$ cat src/rtl/tac_pkg.sv
package tac_pkg;

  localparam int unsigned DelayW   = 24;
  localparam int unsigned IndexW   = 4;
  localparam int unsigned CoefW    = 32;
  localparam int unsigned OrderDef = 2;
  localparam int unsigned FracBits = 20;
  // accumulator magnitude is clamped to 2^37, so 39 signed bits hold it
  localparam int unsigned AccW     = 39;
  localparam int unsigned NumW     = 26;
  localparam int unsigned ProdW    = AccW + NumW;
  localparam int unsigned DenW     = 25;
  localparam logic [DelayW-1:0] Q16One = 24'h010000;

  typedef enum logic [2:0] {
    StIdle, StInit, StMul, StLoad, StDiv, StFin, StOut
  } state_e;

  // binomial coefficient C(n,k), n <= 8, built as a row of Pascal's triangle
  function automatic logic [7:0] binom(input logic [3:0] n, input logic [3:0] k);
    logic [7:0] row [0:8];
    for (int j = 0; j <= 8; j++) begin
      row[j] = (j == 0) ? 8'd1 : 8'd0;
    end
    for (int r = 1; r <= 8; r++) begin
      if (r <= int'(n)) begin
        for (int j = 8; j >= 1; j--) begin
          row[j] = row[j] + row[j-1];
        end
      end
    end
    return (k <= 4'd8) ? row[k] : 8'd0;
  endfunction

endpackage

$ cat src/rtl/thiran_allpass_coefficients_unit.sv
// Thiran allpass coefficient unit.
// Input stream (s_axis_*): one transaction carries the fractional delay D
// in unsigned Q8.16. Output stream (m_axis_*): ORDER+1 transactions, one per
// denominator coefficient a[i] in index order, tlast on i == ORDER. The
// numerator is the same list reversed.
// Each a[i] is built by i multiply / round-divide steps on one shared
// restoring divider that retires one quotient bit per cycle. A step is a
// multiply, a divider load, the quotient bits and taking the rounded
// quotient. Each coefficient adds an init, a finish and an output state,
// and a delay is accepted in the idle state. D <= 1.0 yields the identity
// with no divider steps.
// s_axis_tready is high only when the unit is idle. A stalled receiver holds
// the current coefficient in the output register until it is taken.
// Reset clears the sequencer; the unit then waits for a delay.
module thiran_allpass_coefficients_unit
  import tac_pkg::*;
#(
  parameter int unsigned ORDER = OrderDef
) (
  input  logic              clk_i,
  input  logic              rst_ni,
  input  logic              s_axis_tvalid,
  output logic              s_axis_tready,
  input  logic [23:0]       s_axis_tdata,   // [23:0] delay
  output logic              m_axis_tvalid,
  input  logic              m_axis_tready,
  output logic [39:0]       m_axis_tdata,   // [3:0] coef_index, [35:4] coef_value
  output logic              m_axis_tlast    // last
);

  localparam logic [3:0] OrdV = 4'(ORDER);
  localparam logic signed [AccW-1:0] AccLim = AccW'(64'sd1 <<< 37);

  state_e state_q, state_d;
  logic [DelayW-1:0] d_q;
  logic [3:0] i_q, i_d, k_q, k_d;
  logic signed [AccW-1:0] acc_q, acc_d;
  logic signed [ProdW-1:0] prod_q, prod_d;
  logic [CoefW-1:0] val_q, val_d;
  logic ident_q, ident_d;
  logic div_start, div_busy;
  logic [ProdW-1:0] mag, quot;
  logic [DenW-1:0] den;
  logic signed [NumW-1:0] num;
  logic signed [ProdW:0] q_s;
  logic signed [AccW-1:0] fin;

  assign num = NumW'(signed'({2'b00, d_q}))
             - NumW'(signed'({1'b0, OrdV - k_q, 16'h0}));
  assign den = DenW'({1'b0, d_q}) + DenW'({k_q + 4'd1, 16'h0});
  assign mag = prod_q[ProdW-1] ? ProdW'(-prod_q) : ProdW'(prod_q);

  always_comb begin
    // load the divider once the product register holds this step's product
    div_start = (state_q == StLoad);
    q_s = prod_q[ProdW-1] ? -signed'({1'b0, quot}) : signed'({1'b0, quot});
    fin = i_q[0] ? -acc_q : acc_q;
  end

  tac_divider u_div (
    .clk_i, .rst_ni,
    .start_i    (div_start),
    .dividend_i (mag + ProdW'(den >> 1)),
    .divisor_i  (den),
    .busy_o     (div_busy),
    .quot_o     (quot)
  );

  always_comb begin
    state_d = state_q;
    case (state_q)
      StIdle: if (s_axis_tvalid) state_d = StInit;
      StInit: state_d = (ident_q || i_q == 4'd0) ? StFin : StMul;
      StMul:  state_d = StLoad;
      StLoad: state_d = StDiv;
      StDiv:  if (!div_busy) state_d = (k_q + 4'd1 == i_q) ? StFin : StMul;
      StFin:  state_d = StOut;
      StOut:  if (m_axis_tready) state_d = (i_q == OrdV) ? StIdle : StInit;
      default: state_d = StIdle;
    endcase
  end

  always_comb begin
    i_d = i_q; k_d = k_q; acc_d = acc_q; prod_d = prod_q; val_d = val_q;
    ident_d = ident_q;
    case (state_q)
      StIdle: begin
        i_d = '0;
        ident_d = (s_axis_tdata <= Q16One);
      end
      StInit: begin
        k_d = '0;
        acc_d = AccW'({binom(OrdV, i_q), 20'h0});
      end
      StMul: prod_d = ProdW'(acc_q) * ProdW'(num);
      StDiv: if (!div_busy) begin
        if (q_s > (ProdW + 1)'(AccLim)) acc_d = AccLim;
        else if (q_s < -(ProdW + 1)'(AccLim)) acc_d = -AccLim;
        else acc_d = AccW'(q_s);
        k_d = k_q + 4'd1;
      end
      StFin: begin
        if (ident_q) val_d = (i_q == 4'd0) ? 32'h0010_0000 : '0;
        else if (fin > AccW'(64'sd2147483647)) val_d = 32'h7fff_ffff;
        else if (fin < -AccW'(64'sd2147483648)) val_d = 32'h8000_0000;
        else val_d = CoefW'(fin);
      end
      StOut: if (m_axis_tready) i_d = i_q + 4'd1;
      default: ;
    endcase
  end

  always_ff @(posedge clk_i or negedge rst_ni) begin
    if (!rst_ni) begin
      state_q <= StIdle;
      i_q <= '0;
      k_q <= '0;
    end else begin
      state_q <= state_d;
      i_q <= i_d;
      k_q <= k_d;
    end
  end

  always_ff @(posedge clk_i) begin
    if (state_q == StIdle) d_q <= s_axis_tdata;
    acc_q <= acc_d; prod_q <= prod_d; val_q <= val_d; ident_q <= ident_d;
  end

  assign s_axis_tready = (state_q == StIdle);
  assign m_axis_tvalid = (state_q == StOut);
  assign m_axis_tdata  = {4'h0, val_q, i_q};
  assign m_axis_tlast  = (i_q == OrdV);

  a_out_hold: assert property (@(posedge clk_i) disable iff (!rst_ni)
    m_axis_tvalid && !m_axis_tready |=> $stable(m_axis_tdata)) else $error("hold");
  a_no_in_busy: assert property (@(posedge clk_i) disable iff (!rst_ni)
    m_axis_tvalid |-> !s_axis_tready) else $error("ready");
  a_idx_range: assert property (@(posedge clk_i) disable iff (!rst_ni)
    m_axis_tvalid |-> i_q <= OrdV) else $error("index");

endmodule

$ cat src/rtl/tac_divider.sv
module tac_divider
  import tac_pkg::*;
(
  input  logic             clk_i,
  input  logic             rst_ni,
  input  logic             start_i,
  input  logic [ProdW-1:0] dividend_i,
  input  logic [DenW-1:0]  divisor_i,
  output logic             busy_o,
  output logic [ProdW-1:0] quot_o
);

  localparam int unsigned CntW = $clog2(ProdW + 1);

  logic [ProdW-1:0] quot_q, quot_d;
  logic [DenW:0]    rem_q, rem_d;
  logic [DenW-1:0]  den_q, den_d;
  logic [CntW-1:0]  cnt_q, cnt_d;
  logic             busy_q, busy_d;
  logic [DenW:0]    trial;

  always_comb begin
    quot_d = quot_q;
    rem_d  = rem_q;
    den_d  = den_q;
    cnt_d  = cnt_q;
    busy_d = busy_q;
    trial  = {rem_q[DenW-1:0], quot_q[ProdW-1]};
    if (start_i) begin
      quot_d = dividend_i;
      rem_d  = '0;
      den_d  = divisor_i;
      cnt_d  = CntW'(ProdW);
      busy_d = 1'b1;
    end else if (busy_q) begin
      // restoring step: one quotient bit per cycle
      if (trial >= {1'b0, den_q}) begin
        rem_d  = trial - {1'b0, den_q};
        quot_d = {quot_q[ProdW-2:0], 1'b1};
      end else begin
        rem_d  = trial;
        quot_d = {quot_q[ProdW-2:0], 1'b0};
      end
      cnt_d = cnt_q - 1'b1;
      if (cnt_q == CntW'(1)) busy_d = 1'b0;
    end
  end

  always_ff @(posedge clk_i or negedge rst_ni) begin
    if (!rst_ni) begin
      busy_q <= 1'b0;
      cnt_q  <= '0;
    end else begin
      busy_q <= busy_d;
      cnt_q  <= cnt_d;
    end
  end

  always_ff @(posedge clk_i) begin
    quot_q <= quot_d;
    rem_q  <= rem_d;
    den_q  <= den_d;
  end

  assign busy_o = busy_q;
  assign quot_o = quot_q;

endmodule
$ cat config.mk
export PLATFORM = sky130hd
export DESIGN_NAME = thiran_allpass_coefficients_unit
export DESIGN_NICKNAME = d
export VERILOG_FILES = /design/src/rtl/tac_pkg.sv /design/src/rtl/thiran_allpass_coefficients_unit.sv /design/src/rtl/tac_divider.sv
export SDC_FILE = /design/constraint.sdc
export NUM_CORES = 2
export LEC_CHECK = 0
export BUFFER_PORTS_ARGS = -buffer_cell sky130_fd_sc_hd__buf_2
export CAP_MARGIN = 10
export CORE_MARGIN = 5
export CORE_UTILIZATION = 60
export DETAILED_ROUTE_END_ITERATION = 16
export HOLD_SLACK_MARGIN = 0.12
export PLACE_DENSITY = 0.9
export SETUP_SLACK_MARGIN = 0.2
export SLEW_MARGIN = 0
export SYNTH_ARGS = -nofsm -noshare
export SYNTH_HDL_FRONTEND = slang
export SYNTH_SLANG_ARGS = --single-unit
$ cat constraint.sdc
create_clock -name clk_i -period 8.7 [get_ports clk_i]
set_input_delay 1.305 -clock clk_i [delete_from_list [all_inputs] [get_ports clk_i]]
set_output_delay 1.305 -clock clk_i [all_outputs]
set_load 0.05 [all_outputs]
==> Word level (Yosys, flattened, before mapping) <==
Index checks and enable logic that the tools add are counted.
{ "op_classes": {"magnitude_cmp": 8, "bitwise": 1, "n_mul": 1, "addsub": 19, "n_reduce_logical": 9, "n_mux": 37, "eq_ne": 12, "shift": 0, "div_mod_pow": 0} }
{ "op_table": {"columns": ["operator", "count"], "rows": [
  ["65-bit two-way mux", 3],
  ["39-bit two-way mux", 4],
  ["64-bit two-way mux", 2],
  ["32-bit two-way mux", 3],
  ["39-bit case mux with 2 select lines", 1],
  ["66-bit by 39-bit > comparator with 1-bit output (second input constant)", 1],
  ["66-bit by 38-bit less-than comparator with 1-bit output (second input constant)", 1],
  ["66-bit two-way mux", 1],
  ["65-bit negation with 66-bit output", 1],
  ["65-bit by 24-bit adder with 65-bit output", 1],
  ["65-bit negation", 1],
  ["39-bit by 25-bit multiplier with 64-bit output", 1],
  ["8-bit adder", 7],
  ["39-bit by 32-bit > comparator with 1-bit output (second input constant)", 1],
  ["39-bit by 32-bit less-than comparator with 1-bit output (second input constant)", 1],
  ["39-bit negation", 1],
  ["8-bit binary-select mux with 4-bit select", 1],
  ["26-bit by 25-bit >= comparator with 1-bit output", 1],
  ["24-bit by 20-bit adder with 25-bit output", 1],
  ["25-bit two-way mux", 1],
  ["24-bit by 20-bit subtractor with 25-bit output", 1],
  ["25-bit subtractor", 1],
  ["24-bit by 17-bit less-or-equal comparator with 1-bit output (second input constant)", 1],
  ["8-bit two-way mux", 3],
  ["28 further kinds", 47]
]} }
{ "totals": {"inputBits": 28, "latch_bits": 0, "mem_bits_ro": 0, "word_cells": 100, "memories": 0, "reg_bits": 295, "output_inout_bits": 43, "mem_bits_rw": 0} }

==> Depth between registers and ports, before layout <==
{ "depth": {"word_depth": 9, "depth_mapped": 36, "ltp_nobuf": 34} }

==> Hierarchy <==
Synthesis repeated with hierarchy kept, for this count alone.
{ "hier_totals": {"cells_unflattened": 5753, "area_unflattened_um2": 53367.4} }
{ "modules_own_cells": {"columns": ["mod", "n_inst", "seq_area_each_um2", "area_per_inst_um2", "cells_per_inst"], "rows": [
  ["thiran_allpass_coefficients_unit", 1, 5079.9, 47057.6, 5246],
  ["tac_divider", 1, 3403.3, 6309.8, 507]
]} }

==> Least setup slack after synthesis <==
Ideal clock, no wire load.
{ "synth_path": {"path_kind": "register -> register", "from": "register k_q[0]", "to": "register prod_q[63] (data pin)", "synth_period_minus_slack_ps": 9015, "n_path_buf": 3, "stages_incl_launch_ff": 33, "setup_time_ps": 266, "t_required_ps": 8434, "setup_slack_ps": -315, "t_arrival_ps": 8750, "path_cell_list": "dfrtp_1 -> ha_1 -> xor2_1 -> ha_1 -> nor2_1 -> o21ai_0 -> or3b_2 -> xnor2_1 -> clkbuf_1 -> clkbuf_1 -> nand2_1 -> fa_1 -> fa_1 -> inv_1 -> fa_1 -> fa_1 -> fa_1 -> inv_1 -> fa_1 -> fa_1 -> inv_1 -> ha_1 -> clkbuf_1 -> a21o_1 -> a21o_1 -> a221oi_1 -> o221ai_1 -> a31oi_1 -> and3_1 -> o31ai_1 -> a21o_1 -> nor4bb_1 -> nor4_1"} }
{ "synth_between": {"elab_chain_len": 3} }
{ "synth_rtl": {"columns": ["element", "line_no", "source"], "rows": [
  ["from (decl)", "thiran_allpass_coefficients_unit.sv:36", "logic [3:0] i_q, i_d, k_q, k_d;"],
  ["from (signal assigned)", "thiran_allpass_coefficients_unit.sv:121", "k_q <= k_d;"],
  ["2-bit by 4-bit subtractor with 4-bit output", "thiran_allpass_coefficients_unit.sv:49", "- NumW'(signed'({1'b0, OrdV - k_q, 16'h0}));"],
  ["24-bit by 20-bit subtractor with 25-bit output", "thiran_allpass_coefficients_unit.sv:49", null],
  ["39-bit by 25-bit multiplier with 64-bit output", "thiran_allpass_coefficients_unit.sv:95", "StMul: prod_d = ProdW'(acc_q) * ProdW'(num);"],
  ["to (signal assigned)", "thiran_allpass_coefficients_unit.sv:127", "acc_q <= acc_d; prod_q <= prod_d; val_q <= val_d; ident_q <= ident_d;"],
  ["to (decl)", "thiran_allpass_coefficients_unit.sv:38", "logic signed [ProdW-1:0] prod_q, prod_d;"]
]} }
Every way passes these cells.
A chain may end at the register's enable or synchronous reset.

==> Final worst setup path <==
{ "layout_path": {"from": "register k_q[0]", "to": "register prod_q[60] (data pin)"} }
The elaborated chain is that of the path after synthesis.

==> impl_metrics.toml <==
[synthesis]
yosysTopAreaCellShare = 0.367
synthTopCellsByArea = "fa_1 (37%), edfxtp_1 (14%), inv_1 (7.0%), nand2_1 (5.7%), ha_1 (5.5%)"
synth_edf_count = 250
seq_area_frac_synth = 0.158
synth_area_leader_cell = "fa_1"
yosysWarnings = 0
syn_inst = 5841
synthArstFlopShare = 0.0646
yosysUniqueCellTypes = 100
yosys_register_bits = 294
synth_area_per_cell_um2 = 9.20
ys.flop_type = "edfxtp_1"
syn-cell-area_um2 = 53700

[route]
drt-pass1-iter-count = 7
drt_iter0_drc = 5514
ant_nets = 0
drc_errors = 0
vias = 44500
finalWirelength_um = 165000
via_per_inst = 6.31
wl_per_cell_um = 23.4

[floorplanning]
io_pins = 71
rows = 109
dieArea_um2 = 95700
coreArea_um2 = 88600
die-width_um = 309
initial_utilization = 0.606
fp.dieH_um = 309

[timing]
hold_viol_final = 0
fmax_mhz = 114
layout_setup_ws_ns = -0.0706
hold_ws_ns = 0.490
relSlewSlack = 0.0982
setup_viol = 1
period_share = 1.01
rsz0062_at_grt = "true"
period_minus_slack_ns = 8.77
worst_pin_slew_ns = 1.35
fin_setup_tns_ns = -0.0706
clock_skew_ns = 0.0202
drv_slew = 0

[critical_path]
cpPeakStageDelay_ns = 0.56
critical_path_required_ns = 9.12
r2r_start = "k_q[0]"
crit_path_end = "prod_q[60]"
reg2reg_to = "prod_q[60]"
ff2ff_setup_slack_ns = -0.07
startpoint = "k_q[0]"
arrival_ns = 9.19
crit_path_frequent_cell = "fa_1"
critPathSlowestCell = "fa_1"
path_max_fanout = 13
worstSetupEndpointType = "register"
reg2reg_depth = 31
start_kind = "register"
path_class = "reg -> reg"

[status]
failed_checks = "negative setup slack"
status = "finished, violations left"

[cts]
cts_buffers = 37
clockRootBuffer = "clkbuf_16"
clkSinkCount = 294
clk-insertion-delay-late_ns = 0.59
cts.path.max_buffers = 3
cts-htree-levels = 2
worst_setup_hold_path_clk_slew_ns = 0.07
cts_tree = "done"

[min_path]
hold_class = "reg -> reg"
hold_depth = 2

[place]
dp_hpwl_um = 125000
gp_congestion = 1.01
port_buffers = 66
placed_cell_area_um2 = 56100

[global_route]
grt_pass1_wl_um = 255000
grt_max_degree = 169
antenna_found_initial = 4
grtUsageMet1 = 0.410
busiest_layer = "met2"
grt_overflow = 0
grt_use_total = 0.340
grt.met2_usage = 0.548
use_met3 = 0.0784
grt_pass1_vias = 47300

[finish]
drive_gt1_frac = 0.108
area_growth_pct = 9.20
fin_area_um2 = 58700
layout.nets = 7102

[flow_run]
cap_violations = 0
cells by family (layout without fill, tap and decap cells):
| kind of cell | Yosys count | in the layout | synth area share |
|---|---|---|---|
| AO/OA/AOI/OAI | 753 | 753 | 0.0927 |
| XOR/XNOR | 294 | 294 | 0.0479 |
| adder cells (fa/ha/maj) | 1222 | 1222 | 0.422 |
| buffers and inverters | 1367 | 1405 | 0.0969 |
| flip-flops | 294 | 294 | 0.158 |
| multiplexers | 36 | 36 | 0.00703 |
| other | 1 | 9 | 0.0000698 |
| AND/OR/NAND/NOR | 1874 | 1874 | 0.176 |
per-layer routing:
metal  share of wire  wire, um
met1            0.34     55400
met3            0.12     19100
met2            0.46     75500
met4           0.092     15200
met5        0.000079        13
metrics by stage:
step | util | cells | setup WS [ns]
6_report | 0.662 | 7052 | -0.0706
3_5_place_dp | 0.633 | 6936 | -0.174
4_1_cts | 0.654 | 7023 | 0.157
2_1_floorplan | - | 5844 | 0.210
5_1_grt | 0.662 | 7047 | -0.344
3_3_place_gp | 0.633 | 6936 | 0.0291
what timing repair did:
item                                    4_1_cts  5_1_grt
cloned                                        3        3
endpoints found under the setup margin       21       27
pin swaps                                    47       89
hold buffers                                  0        0
resized for setup                            53      118
setup buffers                                16       21
registers in the layout, indices dropped and copies added, names as in the netlist:
signal and count:
prod_q 64, u_div.quot_o 65, d_q 24, u_div.den_q 25
u_div.busy_o 1, acc_q 39, i_q 4, state_q 3
ident_q 1, val_q 32, k_q 4, u_div.cnt_q 7
u_div.rem_q 25
cells in the mapped netlist (8+ instances only):
| cell | n |
|---|---|
| nor4_1 | 44 |
| ha_1 | 237 |
| o31ai_1 | 57 |
| clkbuf_1 | 306 |
| xnor2_1 | 153 |
| and3_1 | 26 |
| o21ai_1 | 11 |
| and2_1 | 316 |
| and4_1 | 13 |
| nor2_2 | 24 |
| nor2_1 | 184 |
| dfxtp_1 | 25 |
| a21oi_1 | 152 |
| o21a_1 | 24 |
| a211oi_1 | 27 |
| nand2b_1 | 75 |
| a41oi_1 | 12 |
| nand3_1 | 58 |
| o2111ai_1 | 12 |
| xor2_1 | 141 |
| or2_2 | 26 |
| a311oi_1 | 10 |
| a31oi_1 | 25 |
| nor3_1 | 70 |
| a211o_1 | 8 |
| mux2_2 | 10 |
| or3_1 | 53 |
| nand2_1 | 813 |
| nor4b_1 | 8 |
| o211ai_1 | 13 |
| nand4_1 | 43 |
| buf_2 | 17 |
| o21bai_1 | 23 |
| inv_1 | 1007 |
| or4_1 | 32 |
| edfxtp_1 | 250 |
| buf_1 | 25 |
| fa_1 | 984 |
| a21o_1 | 59 |
| mux2i_1 | 25 |
| o41ai_1 | 22 |
| nor2b_1 | 33 |
| dfrtp_1 | 19 |
| o31a_1 | 16 |
| o21ai_0 | 204 |
worst min-delay path by stage:
stage / start / end
after floorplan: u_div.rem_q[24] / u_div.rem_q[24]
after global placement: u_div.rem_q[24] / u_div.rem_q[24]
after detailed placement: u_div.rem_q[24] / u_div.rem_q[24]
after CTS: u_div.rem_q[24] / u_div.rem_q[24]
after global routing: u_div.rem_q[24] / u_div.rem_q[24]
final: u_div.rem_q[24] / u_div.rem_q[24]
final cells by class:
class | instances | area, um^2
Clock buffer | 45 | 1020
Timing Repair Buffer | 329 | 2720
Antenna cell | 5 | 12.5
Inverter | 1008 | 3780
Clock inverter | 23 | 307
Sequential cell | 294 | 8480
Fill cell | 6367 | 30000
Multi-Input combinational cell | 4183 | 40900
Tap cell | 1165 | 1460
cells in the final DEF, fill, tap and decap left out, types with 66 or more instances in the layout:
master / instances
edfxtp_1: 250
ha_1: 216
inv_1: 995
xnor2_1: 148
buf_2: 66
and2_1: 303
nand2b_1: 74
fa_1: 972
xor2_1: 139
buf_4: 222
o21ai_0: 192
a21oi_1: 133
nor3_1: 68
nor2_1: 179
nand2_1: 811
worst max-delay path, delay by kind of cell (launching register included):
| family | cells | cell delay (ns) |
|---|---|---|
| adders and majority gates | 9 | 4.35 |
| muxes | 1 | 0.38 |
| and+or+nand+nor | 5 | 0.93 |
| xor gates and xnor gates | 2 | 0.49 |
| buffers and inverters | 6 | 0.84 |
| AOI/OAI and AO/OA | 8 | 1.15 |
| DFF | 1 | 0.44 |
Power is left out: the tool's default activity adds up to more than one toggle a clock period on the data nets, which glitch-free logic cannot reach.
